File: src/hdl/lpfd_pkg.sv
`timescale 1ns / 1ps
// ----------------------------------------------------------------------------
// lpfd_pkg
// Types and constants shared by the length-prefixed frame deframer.
// ----------------------------------------------------------------------------
package lpfd_pkg;

   localparam int unsigned BYTE_W   = 8;
   localparam int unsigned LENGTH_W = 24;
   localparam int unsigned POS_W    = 3;
   localparam int unsigned STATUS_W = 2;

   localparam logic [LENGTH_W-1:0] HEADER_SIZE = LENGTH_W'(5);

   localparam logic [STATUS_W-1:0] STATUS_OK       = 2'd0;
   localparam logic [STATUS_W-1:0] STATUS_CHECKSUM = 2'd1;
   localparam logic [STATUS_W-1:0] STATUS_SHORT    = 2'd2;

   typedef struct packed {
      logic                valid;
      logic [BYTE_W-1:0]   payload_byte;
      logic                has_payload;
      logic                frame_end;
      logic [STATUS_W-1:0] frame_status;
      logic                type_invalid;
      logic [BYTE_W-1:0]   frame_type;
   } result_type;

endpackage

File: src/hdl/length_prefixed_frame_deframer.sv
`timescale 1ns / 1ps
// Path: a byte is held in the input register, and its result then in the
//   result register.
// Throughput: one byte per cycle; the input register advances whenever the
//   result register is empty or being taken.
// Reset: synchronous, active high; clears both valid flags and frame state.
// ----------------------------------------------------------------------------
// length_prefixed_frame_deframer
// Deframes a byte stream of length-prefixed frames with an XOR check byte,
// passing payload bytes on and reporting the status at each frame end.
// ----------------------------------------------------------------------------
module length_prefixed_frame_deframer (
   input  logic       clock,
   input  logic       reset,
   input  logic       req_valid,
   output logic       req_stall,
   input  logic [7:0] req_rx_byte,
   output logic       rsp_valid,
   input  logic       rsp_stall,
   output logic [7:0] rsp_payload_byte,
   output logic       rsp_has_payload,
   output logic       rsp_frame_end,
   output logic [1:0] rsp_frame_status,
   output logic       rsp_type_invalid,
   output logic [7:0] rsp_frame_type
);
   import lpfd_pkg::*;

   logic              in_valid_ff, in_valid_in;
   logic [BYTE_W-1:0] in_byte_ff;
   logic              advance;
   logic              in_take;
   result_type        result;
   result_type        out_ff;
   logic              out_valid_ff, out_valid_in;

   assign advance   = in_valid_ff && (!out_valid_ff || !rsp_stall);
   assign req_stall = in_valid_ff && !advance;
   assign in_take   = req_valid && !req_stall;

   lpfd_core u_core (
      .clock   (clock),
      .reset   (reset),
      .step    (advance),
      .rx_byte (in_byte_ff),
      .result  (result)
   );

   always_comb begin
      in_valid_in = in_valid_ff;
      if (in_take) begin
         in_valid_in = 1'b1;
      end else if (advance) begin
         in_valid_in = 1'b0;
      end
      out_valid_in = out_valid_ff;
      if (advance) begin
         out_valid_in = result.valid;
      end else if (!rsp_stall) begin
         out_valid_in = 1'b0;
      end
   end

   always_ff @(posedge clock) begin
      if (reset) begin
         in_valid_ff  <= 1'b0;
         out_valid_ff <= 1'b0;
      end else begin
         in_valid_ff  <= in_valid_in;
         out_valid_ff <= out_valid_in;
      end
   end

   always_ff @(posedge clock) begin
      if (in_take) begin
         in_byte_ff <= req_rx_byte;
      end
      if (advance) begin
         out_ff <= result;
      end
   end

   assign rsp_valid        = out_valid_ff;
   assign rsp_payload_byte = out_ff.payload_byte;
   assign rsp_has_payload  = out_ff.has_payload;
   assign rsp_frame_end    = out_ff.frame_end;
   assign rsp_frame_status = out_ff.frame_status;
   assign rsp_type_invalid = out_ff.type_invalid;
   assign rsp_frame_type   = out_ff.frame_type;

   a_status_on_end: assert property (@(posedge clock) disable iff (reset)
      rsp_valid && !rsp_frame_end |-> rsp_frame_status == STATUS_OK)
      else $error("status reported outside frame end");

   a_short_no_payload: assert property (@(posedge clock) disable iff (reset)
      rsp_valid && rsp_frame_status == STATUS_SHORT |-> !rsp_has_payload)
      else $error("short frame carries payload");

   a_stall_held_byte: assert property (@(posedge clock) disable iff (reset)
      req_stall |-> in_valid_ff && out_valid_ff && rsp_stall)
      else $error("input stalled without a blocked result");

endmodule

File: src/hdl/lpfd_core.sv
`timescale 1ns / 1ps
// ----------------------------------------------------------------------------
// lpfd_core
// Frame state and next-state logic: walks the header, counts payload bytes,
// accumulates the XOR check and forms the result of each byte.
// ----------------------------------------------------------------------------
module lpfd_core (
   input  logic                  clock,
   input  logic                  reset,
   input  logic                  step,
   input  logic [7:0]            rx_byte,
   output lpfd_pkg::result_type  result
);
   import lpfd_pkg::*;

   localparam logic [POS_W-1:0] POS_LEN0    = 3'd0;
   localparam logic [POS_W-1:0] POS_LEN1    = 3'd1;
   localparam logic [POS_W-1:0] POS_LEN2    = 3'd2;
   localparam logic [POS_W-1:0] POS_TYPE    = 3'd3;
   localparam logic [POS_W-1:0] POS_CHECK   = 3'd4;
   localparam logic [POS_W-1:0] POS_PAYLOAD = 3'd5;

   logic [POS_W-1:0]    pos_ff, pos_in;
   logic [LENGTH_W-1:0] length_ff, length_in;
   logic [LENGTH_W-1:0] remaining_ff, remaining_in;
   logic [BYTE_W-1:0]   type_ff, type_in;
   logic [BYTE_W-1:0]   check_ff, check_in;
   logic [BYTE_W-1:0]   xor_ff, xor_in;
   logic [BYTE_W-1:0]   xor_next;

   assign xor_next = xor_ff ^ rx_byte;

   always_comb begin
      pos_in       = pos_ff;
      length_in    = length_ff;
      remaining_in = remaining_ff;
      type_in      = type_ff;
      check_in     = check_ff;
      xor_in       = xor_ff;

      result.valid        = 1'b0;
      result.payload_byte = '0;
      result.has_payload  = 1'b0;
      result.frame_end    = 1'b0;
      result.frame_status = STATUS_OK;
      result.type_invalid = (type_ff > 8'd1);
      result.frame_type   = type_ff;

      case (pos_ff)
         POS_LEN1, POS_LEN2: begin
            length_in = {length_ff[LENGTH_W-BYTE_W-1:0], rx_byte};
            pos_in    = pos_ff + 3'd1;
         end
         POS_TYPE: begin
            type_in = rx_byte;
            pos_in  = POS_CHECK;
         end
         POS_CHECK: begin
            check_in = rx_byte;
            xor_in   = '0;
            if (length_ff < HEADER_SIZE) begin
               remaining_in        = '0;
               pos_in              = POS_LEN0;
               result.valid        = 1'b1;
               result.frame_end    = 1'b1;
               result.frame_status = STATUS_SHORT;
            end else begin
               remaining_in = length_ff - HEADER_SIZE;
               if (length_ff == HEADER_SIZE) begin
                  pos_in              = POS_LEN0;
                  result.valid        = 1'b1;
                  result.frame_end    = 1'b1;
                  result.frame_status = (rx_byte != '0) ? STATUS_CHECKSUM : STATUS_OK;
               end else begin
                  pos_in = POS_PAYLOAD;
               end
            end
         end
         POS_PAYLOAD: begin
            xor_in              = xor_next;
            remaining_in        = remaining_ff - LENGTH_W'(1);
            result.valid        = 1'b1;
            result.payload_byte = rx_byte;
            result.has_payload  = 1'b1;
            if (remaining_ff == LENGTH_W'(1)) begin
               pos_in              = POS_LEN0;
               result.frame_end    = 1'b1;
               result.frame_status = (xor_next != check_ff) ? STATUS_CHECKSUM : STATUS_OK;
            end
         end
         default: begin
            length_in = {{(LENGTH_W-BYTE_W){1'b0}}, rx_byte};
            pos_in    = POS_LEN1;
         end
      endcase
   end

   always_ff @(posedge clock) begin
      if (reset) begin
         pos_ff       <= POS_LEN0;
         length_ff    <= '0;
         remaining_ff <= '0;
         type_ff      <= '0;
         check_ff     <= '0;
         xor_ff       <= '0;
      end else if (step) begin
         pos_ff       <= pos_in;
         length_ff    <= length_in;
         remaining_ff <= remaining_in;
         type_ff      <= type_in;
         check_ff     <= check_in;
         xor_ff       <= xor_in;
      end
   end

   a_pos_range: assert property (@(posedge clock) disable iff (reset)
      pos_ff <= POS_PAYLOAD)
      else $error("header position out of range");

   a_payload_count: assert property (@(posedge clock) disable iff (reset)
      pos_ff == POS_PAYLOAD |-> remaining_ff != '0)
      else $error("payload phase with no bytes remaining");

   a_length_first_byte: assert property (@(posedge clock) disable iff (reset)
      pos_ff == POS_LEN1 |-> length_ff[LENGTH_W-1:BYTE_W] == '0)
      else $error("stale length bits after first length byte");

endmodule

File: config.mk
export PLATFORM = sky130hd
export DESIGN_NAME = length_prefixed_frame_deframer
export DESIGN_NICKNAME = d
export VERILOG_FILES = /design/src/hdl/lpfd_pkg.sv /design/src/hdl/length_prefixed_frame_deframer.sv /design/src/hdl/lpfd_core.sv
export SDC_FILE = /design/constraint.sdc
export NUM_CORES = 1
export LEC_CHECK = 0
export BUFFER_PORTS_ARGS = -buffer_cell sky130_fd_sc_hd__buf_4
export CORE_MARGIN = 1
export CORE_UTILIZATION = 52
export DETAILED_ROUTE_END_ITERATION = 10
export GPL_TIMING_DRIVEN = 0
export PLACE_DENSITY = 0.67
export SYNTH_ARGS = -nofsm -noshare
export SYNTH_HDL_FRONTEND = slang
export SYNTH_SLANG_ARGS = --single-unit
File: constraint.sdc
create_clock -name clock -period 3 [get_ports clock]
set_input_delay 0.3 -clock clock [delete_from_list [all_inputs] [get_ports clock]]
set_output_delay 0.3 -clock clock [all_outputs]
set_load 0.02 [all_outputs]
==> impl_metrics.csv <==
group,metric,value,unit
die,die_area,11010,sq um
pwr,power.internal,1.995,mW
place,dp_hpwl,11390,um
outcome,status,"finished, final reports clean",
place,io_buffers,33,
sta,worst_hold_slack,0.08542,ns
synth,synth.distinct_cells,57,
synth,syn_nets,679,
synth,syn_area,5509,sq um
route,routed-via-count,5206,
finish,final_cell_mix,"dfxtp_1, nand2_1, a21oi_1",
global_routing,overflow,0,
route,drt-initial-drc-count,381,
route,vias_per_cell,6.168,
sta,finalCritPeriodShare,93.23,%
finish,fill_cells,928,
global_routing,grt_util_all_layers,29.70,%
synth,yosysSeqAreaShare,43.79,%
synth,yosysWarnings,0,
finish,layout_commonest_cell,"dfxtp_1",
sta,clock_skew,0.01507,ns
sta,fin_tns_setup,0,ns
sta,min_period,2.797,ns
sta,max-slew-margin-rel,36.72,%
setup_path,r2r_end,"u_core.remaining_ff[22]",
synth,synth_edf_count,29,
global_routing,grt_pass1_wl,25190,um
setup_path,cp.arrival,3.08,ns
clock_tree,h-tree-depth,3,
route,first_pass_iters,6,
global_routing,grt_pass1_vias,4631,
hold_path,worstHoldStart,"req_rx_byte[1]",
synth,synth_seq_cells,106,
hold_path,hold_class,"in -> reg",
die,die_h,104.9,um
setup_path,path_class,"reg -> reg",
setup_path,start_kind,"flop",
clock_tree,clk_latency,0.38,ns
setup_path,crit_path_cell_trace,"inv_1 > ha_1 > or3b_2 > clkbuf_1 > or4_1 > buf_2 > o41ai_1 > a21oi_1 > a2111oi_2",
pwr,peakVddDrop,0.2410,mV
finish,antenna_cells,0,
pwr,seqPwrFrac,54.7,%
pwr,p_leak,2.251,nW
setup_path,crit_path_top_delay_cell,"or3b_2",
setup_path,r2r_cells,9,
finish,syn_to_final_growth,11.79,%
synth,syn_inst,658,
route,drc,0,
setup_path,end_kind,"flop",
clock_tree,cts.path.max_buffers,2,
pwr,power_density,446.8,nW/um^2
finish,drive_above_1_share,9.463,%
pwr,switchingPower,0.7563,mW
clock_tree,cts_tree,"built",
run,maxCapViolCount,0,
pwr,switching_share,27.49,%
place,place.gp.congestion,0.8966,
synth,async_flop_share,0,%
sta,hold_viol,0,
setup_path,reg2reg_from,"u_core.remaining_ff[1]",
die,fp-row-count,37,
hold_path,min_path_cells,1,
pwr,clkPwrFrac,34.0,%
setup_path,max_stage_delay,0.45,ns
clock_tree,clk_pin_slew,0.11,ns
clock_tree,numCtsBuffers,9,
hold_path,holdPathEnd,"in_byte_ff[1]",
setup_path,cp.depth,9,
sta,rsz0062_at_grt,"false",
route,drtAntennaViolNets,0,
clock_tree,cts_sinks,106,
route,avgRoutedWirePerCell,18.65,um
setup_path,crit_required,3.29,ns
sta,tightest_slew,0.9472,ns
die,io_pins,35,
die,initial_utilization,53.60,%
die,die_x,104.9,um
clock_tree,root_buffer,"clkbuf_8",
setup_path,crit_buf_inv,3,
setup_path,crit_family,"simple AND/OR/NAND/NOR gates",
finish,final_core_utilization,59.92,%
place,post-place-ws,0.1493,ns
setup_path,rrSetupSlack,0.20,ns
setup_path,worstPathMaxFanout,7,
route,routed_wl,15740,um
sta,setup_viol,0,
clock_tree,hold_buffers,0,
sta,fmax,357.5,MHz
pwr,p_comb_share,11.2,%
synth,synth-main-ff-cell,"dfxtp_1",
global_routing,grt_max_degree,20,
synth,avgSynthCellArea,8.372,sq um
global_routing,antenna_found_initial,0,
sta,drv_slew,0,
finish,nets,724,
sta,fin_ws,0.2031,ns
die,fp.coreArea,10280,sq um
[flip-flops by register name, summed over array words and instances (netlist names)]
register             flops
u_core.pos_ff            3
u_core.length_ff        24
rsp_has_payload          1
rsp_valid                1
in_valid_ff              1
rsp_payload_byte         8
rsp_frame_type           8
rsp_frame_end            1
u_core.check_ff          8
u_core.remaining_ff     24
u_core.type_ff           8
rsp_frame_status         2
u_core.xor_ff            8
in_byte_ff               8
rsp_type_invalid         1
[per-layer routing]
layer	GRT usage, %	routed length [um]	vias up
met5	0	0	-
met4	9.155	257	0
met3	4.242	1202	28
met2	45.55	7205	230
met1	43.17	7072	2471
li1	-	-	2477
[through the flow]
stage	power, mW	cell area, sq um	std cells
2_1_floorplan	1.736	5509	658
5_1_grt	2.841	6158	844
3_3_place_gp	1.836	5927	827
3_5_place_dp	1.841	5942	828
4_1_cts	2.754	6152	844
6_report	2.751	6158	844
[synthesized netlist by cell type (all sizes together), types with 9 or more instances]
cell type	instances	area [sq um]
nor2	49	183.9
a31oi	12	75.07
and3	11	68.82
ha	9	112.6
nor3	23	115.1
o21ai	39	195.2
inv	13	48.80
nand3	30	150.1
dfxtp	77	1541
xnor2	14	122.6
xor2	16	140.1
or4	15	116.4
or3	11	68.82
nor4	30	209.0
clkbuf	52	195.2
a21oi	65	325.3
nand2	74	277.8
edfxtp	29	870.8
nand3b	9	67.56
[worst max path at each step]
stage	startpoint	end	slack, ns
4_1_cts	u_core.length_ff[15]	u_core.remaining_ff[15]	0.14
3_5_place_dp	u_core.length_ff[15]	u_core.remaining_ff[15]	0.15
3_3_place_gp	rsp_stall	u_core.type_ff[6]	0.05
2_1_floorplan	u_core.remaining_ff[0]	u_core.remaining_ff[22]	0.54
6_report	u_core.remaining_ff[1]	u_core.remaining_ff[22]	0.20
5_1_grt	u_core.remaining_ff[0]	u_core.remaining_ff[22]	0.01
[cell type report]
type | count | area [sq um] | area share [%]
buffer | 58 | 231.5 | 3.759
multi-input combinational | 480 | 2819 | 45.77
tap | 136 | 170.2 | 2.763
sequential | 106 | 2412 | 39.17
clock buffer | 9 | 123.9 | 2.011
timing repair buffer | 34 | 262.8 | 4.267
inverter | 14 | 52.55 | 0.8533
clock inverter | 7 | 86.33 | 1.402
[kinds of logic after synthesis]
group,synth area share [%]
compound gates,17.03
mux,0.3861
flops,43.79
simple gates,26.82
xor+xnor,4.769
fa+ha+maj,2.044
buf+inv,5.156
[worst reg2reg max path: cells and delay by family (launching register included)]
kind | cells | cell delay [ns]
simple gates | 2 | 0.88
compound gates | 3 | 0.71
buf+inv | 3 | 0.52
flops | 1 | 0.36
fa+ha+maj | 1 | 0.25
[what timing repair did]
action,CTS,global route
gates resized for setup,0,1
setup buffers,0,0
endpoints found under the setup margin,0,6
[power by group through the flow]
stage,Clock [mW],Sequential (mW),Combinational (mW)
after floorplan,0,1.55,0.190
after global placement,0,1.54,0.298
after global routing,0.999,1.51,0.333
final,0.936,1.51,0.309
after CTS,0.944,1.51,0.304
after detailed placement,0,1.54,0.302
No activity file was read; power rests on OpenSTA's default activity.
